File: config.mk
export PLATFORM = sky130hd
export DESIGN_NAME = wildcard_word_matcher_core
export DESIGN_NICKNAME = d
export VERILOG_FILES = /design/src/sv/wwm_pkg.sv /design/src/sv/wwm_cfg_regs.sv /design/src/sv/wwm_in_reg.sv /design/src/sv/wwm_match.sv /design/src/sv/wildcard_word_matcher_core.sv
export SDC_FILE = /design/constraint.sdc
export NUM_CORES = 1
export LEC_CHECK = 0
export ABC_AREA = 1
export BUFFER_PORTS_ARGS = -buffer_cell sky130_fd_sc_hd__buf_2
export CORE_ASPECT_RATIO = 1.5
export CORE_MARGIN = 3
export CORE_UTILIZATION = 29
export DETAILED_ROUTE_END_ITERATION = 10
export GPL_ROUTABILITY_DRIVEN = 0
export GPL_TIMING_DRIVEN = 1
export MAX_ROUTING_LAYER = met4
export PLACE_DENSITY = 0.45
export SYNTH_ARGS = -nofsm -noshare
export SYNTH_HDL_FRONTEND = slang
export SYNTH_HIERARCHICAL = 1
export SYNTH_SLANG_ARGS = --single-unit
File: constraint.sdc
create_clock -name clk_i -period 6.45 [get_ports clk_i]
set_input_delay 0.3225 -clock clk_i [delete_from_list [all_inputs] [get_ports clk_i]]
set_output_delay 0.3225 -clock clk_i [all_outputs]
set_load 0.05 [all_outputs]
File: src/sv/wwm_pkg.sv
// Shared types, constants and helpers for the wildcard word matcher.
`default_nettype none

package wwm_pkg;

  // Longest word that counts as valid, and the pattern capacity.
  localparam int unsigned MaxLen   = 40;
  localparam int unsigned PosW     = 6;
  localparam int unsigned NumPatW  = 5;
  localparam int unsigned CfgIdxW  = 3;
  localparam int unsigned CfgDataW = 64;

  localparam logic [7:0] WildChar = 8'h3F;  // '?'
  localparam logic [7:0] UpperA   = 8'd65;
  localparam logic [7:0] UpperZ   = 8'd90;
  localparam logic [7:0] LowerA   = 8'd97;
  localparam logic [7:0] LowerZ   = 8'd122;
  localparam logic [7:0] CaseStep = 8'd32;

  // Match modes; code 3 is unused and never matches.
  typedef enum logic [1:0] {
    MODE_EXACT  = 2'd0,
    MODE_PREFIX = 2'd1,
    MODE_ANY    = 2'd2
  } mode_e;

  // Configuration register indexes.
  typedef enum logic [CfgIdxW-1:0] {
    REG_MODE = 3'd0,
    REG_PLEN = 3'd1,
    REG_PAT0 = 3'd2,
    REG_PAT1 = 3'd3,
    REG_PAT2 = 3'd4,
    REG_PAT3 = 3'd5,
    REG_PAT4 = 3'd6
  } cfg_reg_e;

  // Configuration as seen by the match logic.
  typedef struct packed {
    logic [1:0]             mode;
    logic [PosW-1:0]        plen;
    logic [MaxLen-1:0][7:0] pat;
  } cfg_t;

  // One input beat.
  typedef struct packed {
    logic [7:0] ch;
    logic       has_char;
    logic       last;
  } item_t;

  // One result beat.
  typedef struct packed {
    logic matched;
    logic word_ok;
  } res_t;

  // Fold A..Z to lower case, leave everything else alone.
  function automatic logic [7:0] fold_case(input logic [7:0] c);
    logic [7:0] r;
    r = c;
    if (c >= UpperA && c <= UpperZ) begin
      r = c + CaseStep;
    end
    return r;
  endfunction

  function automatic logic alpha_char(input logic [7:0] c);
    return (c >= UpperA && c <= UpperZ) || (c >= LowerA && c <= LowerZ);
  endfunction

endpackage

`default_nettype wire

File: src/sv/wwm_cfg_regs.sv
// Configuration register file: mode, pattern length and pattern bytes.
`default_nettype none

module wwm_cfg_regs
  import wwm_pkg::*;
(
  input  wire logic                clk_i,
  input  wire logic                rst_ni,
  input  wire logic                cfg_valid_i,
  output logic                     cfg_ready_o,
  input  wire logic [CfgIdxW-1:0]  cfg_index_i,
  input  wire logic [CfgDataW-1:0] cfg_data_i,
  output cfg_t                     cfg_o
);

  logic [1:0]                          mode_q;
  logic [PosW-1:0]                     plen_q;
  logic [NumPatW-1:0][CfgDataW-1:0]    pat_q;

  // Writes are always taken
  assign cfg_ready_o = 1'b1;

  always_ff @(posedge clk_i or negedge rst_ni) begin
    if (!rst_ni) begin
      mode_q <= '0;
      plen_q <= '0;
      pat_q  <= '0;
    end else if (cfg_valid_i) begin
      unique case (cfg_index_i)
        REG_MODE: mode_q   <= cfg_data_i[1:0];
        REG_PLEN: plen_q   <= cfg_data_i[PosW-1:0];
        REG_PAT0: pat_q[0] <= cfg_data_i;
        REG_PAT1: pat_q[1] <= cfg_data_i;
        REG_PAT2: pat_q[2] <= cfg_data_i;
        REG_PAT3: pat_q[3] <= cfg_data_i;
        REG_PAT4: pat_q[4] <= cfg_data_i;
        default: ;  // index outside the map: ignored
      endcase
    end
  end

  assign cfg_o.mode = mode_q;
  assign cfg_o.plen = plen_q;
  assign cfg_o.pat  = pat_q;

endmodule

`default_nettype wire

File: src/sv/wwm_in_reg.sv
// Input register stage: holds one beat until the match stage takes it.
`default_nettype none

module wwm_in_reg
  import wwm_pkg::*;
(
  input  wire logic  clk_i,
  input  wire logic  rst_ni,
  input  wire logic  in_valid_i,
  output logic       in_stall_o,
  input  wire item_t item_i,
  input  wire logic  take_i,
  output logic       valid_o,
  output item_t      item_o
);

  logic  valid_q;
  logic  valid_d;
  item_t item_q;
  logic  load;

  // Stall only when a held beat is not being consumed this cycle
  assign in_stall_o = valid_q && !take_i;
  assign load       = in_valid_i && !in_stall_o;
  assign valid_d    = load || (valid_q && !take_i);

  always_ff @(posedge clk_i or negedge rst_ni) begin
    if (!rst_ni) begin
      valid_q <= 1'b0;
    end else begin
      valid_q <= valid_d;
    end
  end

  always_ff @(posedge clk_i) begin
    if (load) begin
      item_q <= item_i;
    end
  end

  assign valid_o = valid_q;
  assign item_o  = item_q;

endmodule

`default_nettype wire

File: src/sv/wwm_match.sv
// Per-word match state and its combinational update for one character.
`default_nettype none

module wwm_match
  import wwm_pkg::*;
(
  input  wire logic  clk_i,
  input  wire logic  rst_ni,
  input  wire cfg_t  cfg_i,
  input  wire logic  step_i,
  input  wire item_t item_i,
  output res_t       res_o
);

  logic [PosW-1:0]   pos_q,   pos_d,   pos_n;
  logic              pref_q,  pref_d,  pref_n;
  logic [MaxLen-1:0] win_q,   win_d,   win_n;
  logic              found_q, found_d, found_n;
  logic              bad_q,   bad_d,   bad_n;

  logic [7:0]        c;
  logic [MaxLen-1:0] mask;
  logic              plen_le_max;
  logic              plen_ok;
  logic [PosW-1:0]   plen_m1;
  logic              hit;

  assign c           = fold_case(item_i.ch);
  assign plen_le_max = cfg_i.plen <= PosW'(MaxLen);
  assign plen_ok     = plen_le_max && (cfg_i.plen != '0);
  assign plen_m1     = cfg_i.plen - PosW'(1);

  // Pattern positions that accept this character
  always_comb begin
    for (int j = 0; j < MaxLen; j++) begin
      mask[j] = (PosW'(j) < cfg_i.plen) &&
                (cfg_i.pat[j] == WildChar || cfg_i.pat[j] == c);
    end
  end

  // Fold one character into the word state
  always_comb begin
    pos_n   = pos_q;
    pref_n  = pref_q;
    win_n   = win_q;
    found_n = found_q;
    bad_n   = bad_q;
    if (item_i.has_char) begin
      if (!alpha_char(c)) begin
        bad_n = 1'b1;
      end
      if (pos_q >= PosW'(MaxLen)) begin
        bad_n = 1'b1;
      end else begin
        if (plen_le_max && pos_q < cfg_i.plen) begin
          if (!(cfg_i.pat[pos_q] == WildChar || cfg_i.pat[pos_q] == c)) begin
            pref_n = 1'b0;
          end
        end
        if (plen_ok) begin
          win_n = {win_q[MaxLen-2:0], 1'b1} & mask;
          if (win_n[plen_m1]) begin
            found_n = 1'b1;
          end
        end
        pos_n = pos_q + PosW'(1);
      end
    end
  end

  // Word verdict from the updated state
  always_comb begin
    unique case (cfg_i.mode)
      MODE_EXACT:  hit = pref_n && (pos_n == cfg_i.plen);
      MODE_PREFIX: hit = pref_n && (cfg_i.plen <= pos_n);
      MODE_ANY:    hit = (cfg_i.plen == '0) || (plen_le_max && found_n);
      default:     hit = 1'b0;
    endcase
    res_o.word_ok = !bad_n;
    res_o.matched = !bad_n && hit;
  end

  // Commit, or clear at the end of a word
  always_comb begin
    pos_d   = pos_q;
    pref_d  = pref_q;
    win_d   = win_q;
    found_d = found_q;
    bad_d   = bad_q;
    if (step_i) begin
      if (item_i.last) begin
        pos_d   = '0;
        pref_d  = 1'b1;
        win_d   = '0;
        found_d = 1'b0;
        bad_d   = 1'b0;
      end else begin
        pos_d   = pos_n;
        pref_d  = pref_n;
        win_d   = win_n;
        found_d = found_n;
        bad_d   = bad_n;
      end
    end
  end

  always_ff @(posedge clk_i or negedge rst_ni) begin
    if (!rst_ni) begin
      pos_q   <= '0;
      pref_q  <= 1'b1;
      win_q   <= '0;
      found_q <= 1'b0;
      bad_q   <= 1'b0;
    end else begin
      pos_q   <= pos_d;
      pref_q  <= pref_d;
      win_q   <= win_d;
      found_q <= found_d;
      bad_q   <= bad_d;
    end
  end

endmodule

`default_nettype wire

File: src/sv/wildcard_word_matcher_core.sv
// Wildcard word matcher: streams characters of a word, reports match on the last one.
//
// Input channel: one beat per character (ch_i, has_char_i, last_i) with
// in_valid_i / in_stall_o; a beat is taken when valid is high and stall low.
// An empty word is a single beat with has_char_i low and last_i high.
// Output channel: one beat per word (matched_o, word_ok_o) with
// out_valid_o / out_stall_i, produced for the beat marked last.
// Config channel: cfg_valid_i / cfg_ready_o with cfg_index_i and cfg_data_i;
// ready is always high. Write only while no word is in flight.
// Path: a last beat passes the input register, then the result register.
// Throughput: one character per cycle unless a last beat waits on a held result,
// set by the input register, the combinational shift-and update and the output register.
// Stall: a held result keeps the output register; character beats still
// flow, and a new last beat waits in the input register until it frees.
// Reset clears all configuration registers and the per-word state.
`default_nettype none

module wildcard_word_matcher_core
  import wwm_pkg::*;
(
  input  wire logic                clk_i,
  input  wire logic                rst_ni,
  input  wire logic                in_valid_i,
  output logic                     in_stall_o,
  input  wire logic [7:0]          ch_i,
  input  wire logic                has_char_i,
  input  wire logic                last_i,
  output logic                     out_valid_o,
  input  wire logic                out_stall_i,
  output logic                     matched_o,
  output logic                     word_ok_o,
  input  wire logic                cfg_valid_i,
  output logic                     cfg_ready_o,
  input  wire logic [CfgIdxW-1:0]  cfg_index_i,
  input  wire logic [CfgDataW-1:0] cfg_data_i
);

  cfg_t  cfg;
  item_t in_item;
  item_t s1_item;
  logic  s1_valid;
  logic  step;
  logic  out_free;
  res_t  res;
  res_t  res_q;
  logic  out_valid_q;
  logic  out_valid_d;

  assign in_item.ch       = ch_i;
  assign in_item.has_char = has_char_i;
  assign in_item.last     = last_i;

  wwm_cfg_regs u_cfg (
    .clk_i       (clk_i),
    .rst_ni      (rst_ni),
    .cfg_valid_i (cfg_valid_i),
    .cfg_ready_o (cfg_ready_o),
    .cfg_index_i (cfg_index_i),
    .cfg_data_i  (cfg_data_i),
    .cfg_o       (cfg)
  );

  wwm_in_reg u_in (
    .clk_i      (clk_i),
    .rst_ni     (rst_ni),
    .in_valid_i (in_valid_i),
    .in_stall_o (in_stall_o),
    .item_i     (in_item),
    .take_i     (step),
    .valid_o    (s1_valid),
    .item_o     (s1_item)
  );

  // A last beat needs a free output slot; other beats always proceed
  assign out_free = !out_valid_q || !out_stall_i;
  assign step     = s1_valid && (!s1_item.last || out_free);

  wwm_match u_match (
    .clk_i  (clk_i),
    .rst_ni (rst_ni),
    .cfg_i  (cfg),
    .step_i (step),
    .item_i (s1_item),
    .res_o  (res)
  );

  // Result register
  always_comb begin
    out_valid_d = out_valid_q && out_stall_i;
    if (step && s1_item.last) begin
      out_valid_d = 1'b1;
    end
  end

  always_ff @(posedge clk_i or negedge rst_ni) begin
    if (!rst_ni) begin
      out_valid_q <= 1'b0;
    end else begin
      out_valid_q <= out_valid_d;
    end
  end

  always_ff @(posedge clk_i) begin
    if (step && s1_item.last) begin
      res_q <= res;
    end
  end

  assign out_valid_o = out_valid_q;
  assign matched_o   = res_q.matched;
  assign word_ok_o   = res_q.word_ok;

`ifndef SYNTH
  // A match is never reported for an invalid word
  assert property (@(posedge clk_i) disable iff (!rst_ni)
    out_valid_o |-> (!matched_o || word_ok_o))
    else $error("matched set on invalid word");

  // The input side stalls only while a beat is held
  assert property (@(posedge clk_i) disable iff (!rst_ni)
    in_stall_o |-> s1_valid)
    else $error("stall with empty input register");

  // A consumed last beat always yields a result beat
  assert property (@(posedge clk_i) disable iff (!rst_ni)
    (step && s1_item.last) |=> out_valid_o)
    else $error("last beat produced no result");
`endif

endmodule

`default_nettype wire

# After elaboration in Yosys (flattened, before gate mapping)
# Cells that the tools add are included.
# Widths: inputs -> output; s select.
# totals
ff_bits	390
latchBits	0
ram_bits	0
mem_bits_ro	0
inputBits	82
elab_cells	315
memories	0
# op_classes
add_sub_neg	3
mul	0
n_div	0
order_cmp	52
n_eq_ne	92
shift	0
n_mux	28
bitwise_logic	1
reduce_logical	120
# op_table
operator	n
$eq 8x6->1 const B	41
$eq 8x8->1	41
$mux 39	4
$lt 5x6->1 const A	16
$logic_and 1x1->1	54
$bmux 8 s6	1
$lt 4x6->1 const A	8
$lt 6x6->1 const A	8
$logic_or 1x1->1	46
$and 40x40->40	1
$ge 8x7->1 const B	3
$le 8x7->1 const B	3
$lt 3x6->1 const A	4
$mux 6	3
$mux 1	16
$mux 8	2
$lt 6x7->1 const B	2
$reduce_and 2->1	7
$lt 1x6->1 const A	2
$lt 2x6->1 const A	2
$eq 3x3->1 const B	3
$add 8x6->8 const B	1
$add 6x1->6 const B	1
$bmux 1 s6	1
other kinds (19)	26

# Longest topological paths before layout
# Gate-level depths: netlist of run 1.
# logic_depth
word_depth	17
mapped_depth	27
depth_no_buf	25

# Hierarchy
# Netlist of run 1, hierarchy kept.
# by_module_without_submodules
module	instances	cells_each	area_per_inst_um2	seq_area_each_um2
wwm_cfg_regs	1	1416	12632.1	8207.9
wwm_match	1	2225	12026.5	1202.4
wwm_in_reg	1	17	357.8	325.3
wildcard_word_matcher_core	1	12	126.4	85.1

# Worst setup path before layout of run 1
# OpenSTA, ideal clock, no wires.
# synth_path
path_kind	register to register
startpoint	register u_match.pos_q[0]
endpoint	register res_q (netlist bit matched_o), data pin
setup_time_ps	140
t_arrival_ps	2591
required_time_ps	6310
slack_ps	3718
stages_incl_launch_ff	15
n_path_buf	3
synth_period_minus_slack_ps	2732
cell_sequence	dfrtp_1 -> inv_2 -> buf_2 -> clkbuf_1 -> clkbuf_1 -> ha_1 -> o21ai_0 -> ha_1 -> a21oi_1 -> nor2_1 -> nor2_1 -> o21ai_0 -> a21oi_1 -> nand3_1 -> a21oi_2
# synth_lines
element	line	text
from (decl)	wwm_match.sv:15	logic [PosW-1:0] pos_q, pos_d, pos_n;
from (signal assigned)	wwm_match.sv:115	pos_q <= pos_d;
to (signal assigned)	wildcard_word_matcher_core.sv:105	res_q <= res;
to (decl)	wildcard_word_matcher_core.sv:45	res_t res_q;

==> reports/results.tsv, run 1 <==
metric	value	unit
Layout Nets	3776	
f_max	0.213	GHz
kind of path behind the tightest hold check	input pin to flop	
max capacitance violation total	0	
gr usage total	28.0	%
design area	0.0283	mm²
vias in the first global route	25100	
Reg power frac	40.6	%
shortest clock period the worst path allows after layout	4.69	ns
share of synthesized cell area in and, or, nand and nor gates	35.8	%
clock sink count	390	
DRC violations left	0	
total congestion overflow	0	
xor/xnor cell area share of the yosys netlist	5.54	%
multiplexer share of the synthesized area	0	%
peak fanout along the critical path	42	
maximum number of pins on one net before global-route repair	190	
fraction of power spent switching nets	41.8	%
Yosys warning count	6	
Pwr per Cell Area	317	mW/mm²
die width	246	µm
register clock-pin slew on the reported worst setup and hold paths	0.07	ns
reported leakage power	13.7	nW
proportion of synthesized chip area in sequential cells	39.1	%
clk_skew	0.0267	ns
required time of the critical path	6.91	ns
async set or reset register ratio after synthesis	96.9	%
EDFF count, synth	12	
final wirelength	125000	µm
clock buffer count from CTS	45	
maximum VDD drop	0.000154	V
area of the die	0.0903	mm²
DR pass1 iterations	6	
count of distinct cell types in the synthesized netlist	55	
total of endpoints with negative setup slack in the final report	0	
area of the mapped netlist	0.0251	mm²
headroom to the max-slew limit	25.0	%
cell area reported after detailed placement	0.0263	mm²
Vias per Instance	5.40	
status	finished clean	
Synth Area per Inst	6.85	µm²
Placeable Area	0.0856	mm²
setup repair after global routing missed its margin	no	
clock group share of total power	30.0	%
internal power	5.23	mW
worst setup slack for register-to-register paths	1.76	ns
# IOs	87	
post-synthesis compound-gate area fraction	10.7	%
leading cell types in the layout, fill and taps excluded	1,399 x nand2_1, 375 x dfrtp_1, 346 x nand3_1	
H-Tree Level Count	2	
final standard cell utilization of the core	33.1	%
main combinational cell family by area after synthesis	simple AND/OR/NAND/NOR gates	
max-slew violation count	0	
commonest non-fill, non-tap cell in the layout	nand2_1	
routed wirelength normalized by instance count	25.9	µm
DRT antenna net count	0	
kind of capture point of the worst setup path	flop	
post-synthesis register bit count	390	
adder and majority gate portion of the synthesized area	0.846	%
endpoints failing hold	0	
largest buffer count on any clock path	3	
worst-case hold slack	0.0147	ns
worst-margin pin slew	1.12	ns
TritonCTS clock tree	yes	
Syn-to-layout area delta	12.6	%
clock insertion delay at the later pin of the skew report	0.62	ns
kind of critical path	flop to flop	
count of vias placed by the detailed router	26100	
ratio of cells with drive above 1 in the final layout	6.74	%
share of the clock period used by the worst path	72.7	%
switching pwr	3.76	mW
initial antenna violation count	3	
cts repair resizes	0	
sum of net half-perimeters after detailed placement	88300	µm
Core Rows	131	
main flop type after synthesis	dfrtp_1	
vertical die dimension	367	µm
combinational group share of total power	29.4	%
Startpoint Class	flop	
setup TNS	0	ns
number of design-rule violations left by the first detailed-router iteration	2961	
starting density of the core	29.4	%
buffer type at the clock tree root	clkbuf_16	
first-pass GRT wire length	182000	µm
Buffers on Ports	85	
number of standard cells after synthesis	3670	
Worst Path Arrival	5.15	ns
net count of the mapped netlist	3769	
==> per-stage QoR <==
stage,power (mW),setup slack [ns],instances
final,8.98,1.76,4843
after CTS,8.96,1.86,4841
after global routing,9.40,1.57,4843
after global placement,6.22,1.94,4712
after detailed placement,6.21,1.89,4712
after floorplan,4.97,3.72,3670
==> power groups by stage <==
stage | logic (mW) | clock network (mW) | registers, mW
6_report | 2.64 | 2.70 | 3.65
3_3_place_gp | 2.54 | 0 | 3.68
4_1_cts | 2.57 | 2.76 | 3.63
2_1_floorplan | 1.72 | 0 | 3.25
3_5_place_dp | 2.55 | 0 | 3.66
5_1_grt | 2.87 | 2.85 | 3.69
==> cells by family after synthesis <==
family          count (synthesis)
compound gates                478
simple gates                 2161
fa+ha+maj                      17
buf+inv                       464
xor+xnor                      159
flops                         390
other cells                     1
==> state kept, by name (all words and copies together) (netlist names) <==
| name | flops |
|---|---|
| u_cfg/cfg_o | 320 |
| u_match/win_q | 39 |
| u_in/item_o | 10 |
| u_cfg/plen_q | 6 |
| u_match/pos_q | 6 |
| u_cfg/mode_q | 2 |
| matched_o | 1 |
| out_valid_o | 1 |
| u_in/valid_o | 1 |
| u_match/bad_q | 1 |
| u_match/found_q | 1 |
| u_match/pref_q | 1 |
| word_ok_o | 1 |
==> what timing repair did <==
item / 4_1_cts / 5_1_grt
hold buffers: 48 / 0
hold endpoints to repair: 176 / 0
setup buffers: 0 / 0
==> cell type report <==
cell class	instances	area (µm²)
Antenna cell	2	5.00
Clock buffer	65	1340
Clock inverter	16	160
Fill cell	9389	57300
Inverter	248	933
Multi-Input combinational cell	2816	13300
Sequential cell	390	9830
Tap cell	1130	1410
Timing Repair Buffer	176	1280
==> routing by layer <==
layer	track usage [%]	wire length (µm)	vias to the layer above	share of wire, %
met5	-	0	-	0
met4	15.2	8180	0	6.5
met3	3.38	8390	349	6.7
met2	44.0	58100	1227	46
met1	35.1	50800	12700	40
li1	-	-	11900	-
==> worst max-delay path, stage by stage (launching register included) <==
cell	delay, ns
edfxtp_1	0.40
inv_2	0.45
nand2_2	0.17
nor2_8	0.18
nand4_4	0.42
nand2_2	1.00
inv_1	0.37
nand2_1	0.15
nand3_1	0.09
o22ai_1	0.18
nand3_1	0.12
nand2_1	0.07
nand3_1	0.08
nand3_1	0.16
nand4_1	0.09
nand2_1	0.12
nand2_1	0.08
nand2_1	0.07
nand2_1	0.05
nand2_1	0.07
nand2_1	0.06
a21oi_2	0.11
==> path summary, 6_finish.rpt <==
path,startpoint,end,cells after the start
max reg2reg,u_in/item_o[9],matched_o,21
max in group asynchronous,rst_ni,u_cfg/cfg_o[269],3
min reg2reg,u_cfg/cfg_o[135],u_cfg/cfg_o[135],2
max,u_in/item_o[9],matched_o,21
min in group asynchronous,rst_ni,u_cfg/cfg_o[300],2
min,cfg_data_i[42],u_cfg/cfg_o[106],3
==> synth_stat cells (3+ instances only) <==
| cell type | number | share of area, % |
|---|---|---|
| o211ai_1 | 26 | 0.78 |
| nor3_1 | 38 | 0.76 |
| xor2_1 | 74 | 2.6 |
| nor2_1 | 253 | 3.8 |
| o21ai_0 | 232 | 4.6 |
| or4_1 | 9 | 0.27 |
| buf_2 | 115 | 2.3 |
| nand2_1 | 1403 | 21 |
| or2_2 | 6 | 0.15 |
| o221ai_1 | 6 | 0.21 |
| a221oi_1 | 3 | 0.10 |
| nor2_2 | 6 | 0.15 |
| nor4_1 | 18 | 0.45 |
| a211oi_1 | 13 | 0.39 |
| nand3b_1 | 12 | 0.36 |
| o21ai_2 | 3 | 0.10 |
| clkinv_1 | 3 | 0.045 |
| ha_1 | 17 | 0.85 |
| clkbuf_8 | 4 | 0.22 |
| o31ai_1 | 3 | 0.090 |
| edfxtp_1 | 12 | 1.4 |
| nand3_1 | 346 | 6.9 |
| xnor2_1 | 85 | 3.0 |
| inv_2 | 8 | 0.12 |
| clkbuf_1 | 76 | 1.1 |
| nand4_1 | 55 | 1.4 |
| buf_4 | 5 | 0.15 |
| a21oi_1 | 92 | 1.8 |
| buf_1 | 7 | 0.10 |
| nand2_2 | 4 | 0.10 |
| dfrtp_1 | 377 | 38 |
| buf_6 | 9 | 0.40 |
| a31oi_1 | 7 | 0.17 |
| inv_1 | 237 | 3.5 |
| o22ai_1 | 79 | 2.0 |
Note: power is estimated with default switching activity, not from simulation.
==> run 2: changes to the inputs <==
ABC_AREA = 0   (was 1)
clock period = 4.79 ns   (was 6.45 ns; I/O delays follow)
==> run 2 against run 1 <==
Compared with the run above:
- final cell count down 30%
- die area is 2.3% lower
- via count fell by 25%
- synthesized cell count is 43% lower
- clock skew increased by 0.012 ns
- utilization rose by 0.60 points
- sequential power up 52%
- critical path type unchanged
- largest cell class unchanged
==> reports/results.tsv, run 2 <==
metric	value	unit	change
clock insertion delay at the later pin of the skew report	0.62	ns	about the same
worst-margin pin slew	1.02	ns	-0.0961 ns
vertical die dimension	362	µm	-1.2%
net count of the mapped netlist	2207		-41%
post-synthesis register bit count	390		unchanged
worst setup slack for register-to-register paths	0.31	ns	-1.45 ns
kind of capture point of the worst setup path	flop		
Synth Area per Inst	11.6	µm²	+70%
number of design-rule violations left by the first detailed-router iteration	1919		-35%
top post-synthesis cells by area	dfrtp_1 38%, mux2_2 10%, mux2_4 7.3%		
gr usage total	25.5	%	-2.5 points
setup repair after global routing missed its margin	no		
worst-case hold slack	0.00767	ns	-0.00707 ns
final standard cell utilization of the core	33.7	%	+0.60 points
TritonCTS clock tree	yes		
leading cell types in the layout, fill and taps excluded	375 x dfrtp_1, 217 x mux2_2, 178 x xnor2_1		
peak fanout along the critical path	8		-81%
initial antenna violation count	5		+2
H-Tree Level Count	2		unchanged
top cell type's share of synthesized area	38.4	%	+0.90 points
sum of net half-perimeters after detailed placement	84000	µm	-4.8%
vias in the first global route	20000		-20%
critical-path cell with the highest stage delay	and2_1		
most used standard cell by instance count after synthesis	dfrtp_1		
die width	244	µm	-1.1%
Syn-to-layout area delta	15.1	%	
dominant cell type by area after synthesis	dfrtp_1		
kind of path behind the tightest hold check	input pin to flop		
delay of the slowest critical-path stage	0.68	ns	-0.32 ns
Buffers on Ports	85		unchanged
share of the clock period used by the worst path	93.5	%	+21 points
Placeable Area	0.0839	mm²	-1.9%
fill cell total of the finished layout	8493		-9.5%
clock buffer count from CTS	43		-4.4%
headroom to the max-slew limit	31.0	%	+5.9 points
final wirelength	111000	µm	-12%
flip-flop count of the largest register after layout	320		unchanged
clk_skew	0.0391	ns	+0.0124 ns
cells along the critical path	ha_1 -> o31ai_1 -> o31a_1 -> and2_1 -> xnor2_1 -> o41ai_2 -> o211ai_1 -> o211ai_2 -> a41oi_1 -> or3b_1 -> o21ai_1		
count of buffer and inverter cells on the critical path	0		-2
number of standard cells after synthesis	2108		-43%
status	finished clean		
register clock-pin slew on the reported worst setup and hold paths	0.06	ns	about the same
maximum number of pins on one net before global-route repair	124		-35%
count of vias placed by the detailed router	19600		-25%
Core Rows	130		-0.76%
EDFF count, synth	12		unchanged
kind of critical path	flop to flop		
commonest non-fill, non-tap cell in the layout	dfrtp_1		
Vias per Instance	5.76		+6.6%
Startpoint Class	flop		
DRT antenna net count	0		unchanged
f_max	0.223	GHz	+4.6%
ratio of cells with drive above 1 in the final layout	29.6	%	+23 points
Pwr per Cell Area	472	mW/mm²	+49%
buffer type at the clock tree root	clkbuf_16		
design area	0.0283	mm²	-0.11%
maximum VDD drop	0.000234	V	+52%
clock sink count	390		unchanged
Worst Path Arrival	4.93	ns	-0.22 ns
async set or reset register ratio after synthesis	96.9	%	unchanged
shortest clock period the worst path allows after layout	4.48	ns	-0.207 ns
# IOs	87		unchanged
area of the mapped netlist	0.0246	mm²	-2.3%
reported leakage power	11.0	nW	-19%
max-slew violation count	0		unchanged
DR pass1 iterations	6		unchanged
largest buffer count on any clock path	3		unchanged
max capacitance violation total	0		unchanged
starting density of the core	29.3	%	-0.13 points
routed wirelength normalized by instance count	32.5	µm	+26%
required time of the critical path	5.24	ns	-1.67 ns
most frequent cells after synthesis	377 x dfrtp_1, 217 x mux2_2, 178 x xnor2_1		
total of endpoints with negative setup slack in the final report	0		unchanged
DRC violations left	0		unchanged
setup TNS	0	ns	unchanged
first-pass GRT wire length	157000	µm	-14%
endpoints failing hold	0		unchanged
cell family with most CP delay	compound AO/OA/AOI/OAI gates		
Layout Nets	2344		-38%
Yosys warning count	6		unchanged
proportion of synthesized chip area in sequential cells	40.0	%	+0.93 points
total congestion overflow	0		unchanged
area of the die	0.0883	mm²	-2.3%
main flop type after synthesis	dfrtp_1		
cell area reported after detailed placement	0.0261	mm²	-0.85%
count of distinct cell types in the synthesized netlist	94		+71%
[run 2: what timing repair did]
item,in CTS,in global routing
setup buffers,0,0
resized for setup,0,0
hold endpoints to repair,328,0
hold buffers,70,0
[run 2: worst register-to-register path, delay by kind of cell, from the launching register on]
| kind | cells | cell delay (ns) |
|---|---|---|
| xor+xnor | 1 | 0.19 |
| fa+ha+maj | 1 | 0.37 |
| flops | 1 | 0.52 |
| simple gates | 2 | 1.09 |
| compound gates | 7 | 2.17 |
[run 2: cells by family (layout without fill, tap and decap cells)]
group	Yosys count	count (layout)	synth area share, %
simple gates	497	497	10.5
mux	429	429	24.6
flops	390	390	40.0
compound gates	324	324	9.53
xor+xnor	289	289	10.3
buf+inv	161	331	4.23
fa+ha+maj	17	17	0.866
other cells	1	6	0.0153
[run 2: layer usage]
metal,GRT usage (%),share of wire (%),up-vias
met1,25.9,34,9954
met5,-,0,-
met4,22.6,11,0
li1,-,-,8141
met3,3.61,5.4,453
met2,43.1,49,1054
[run 2: path summary, 6_finish.rpt]
| check | start | depth (start not counted) | to |
|---|---|---|---|
| min reg2reg | u_match/win_q[21] | 2 | u_match/win_q[21] |
| min | cfg_data_i[2] | 2 | u_cfg/cfg_o[2] |
| min in group asynchronous | rst_ni | 2 | u_in/valid_o |
| max reg2reg | u_in/item_o[7] | 11 | matched_o |
| max | u_in/item_o[7] | 11 | matched_o |
| max in group asynchronous | rst_ni | 3 | u_cfg/cfg_o[93] |
[run 2: power breakdown]
part           leakage [nW]  total (mW)  internal, mW  switching, mW
logic                  5.57        4.24          2.15           2.09
clock network         0.722        3.54          2.01           1.53
registers              4.73        5.55          3.94           1.61
total                  11.0        13.3          8.10           5.23
[run 2: area by class of cell]
cell class                 count  area (µm²)  area share, %
clock buffer                  52        1190           4.21
tap                         1122        1400           4.96
multi-input combinational   1557       13700           48.5
inverter                      26        97.6          0.345
antenna                        5        12.5         0.0442
clock inverter                26         277          0.978
timing repair buffer         227        1740           6.15
sequential                   390        9830           34.8
[run 2: metrics by stage]
step / std cells / worst slack, ns / total power, mW
3_5_place_dp: 3252 / 0.411 / 9.63
5_1_grt: 3404 / 0.248 / 13.8
3_3_place_gp: 3252 / 0.479 / 9.59
4_1_cts: 3400 / 0.395 / 13.3
2_1_floorplan: 2108 / 1.54 / 7.70
6_report: 3405 / 0.311 / 13.3
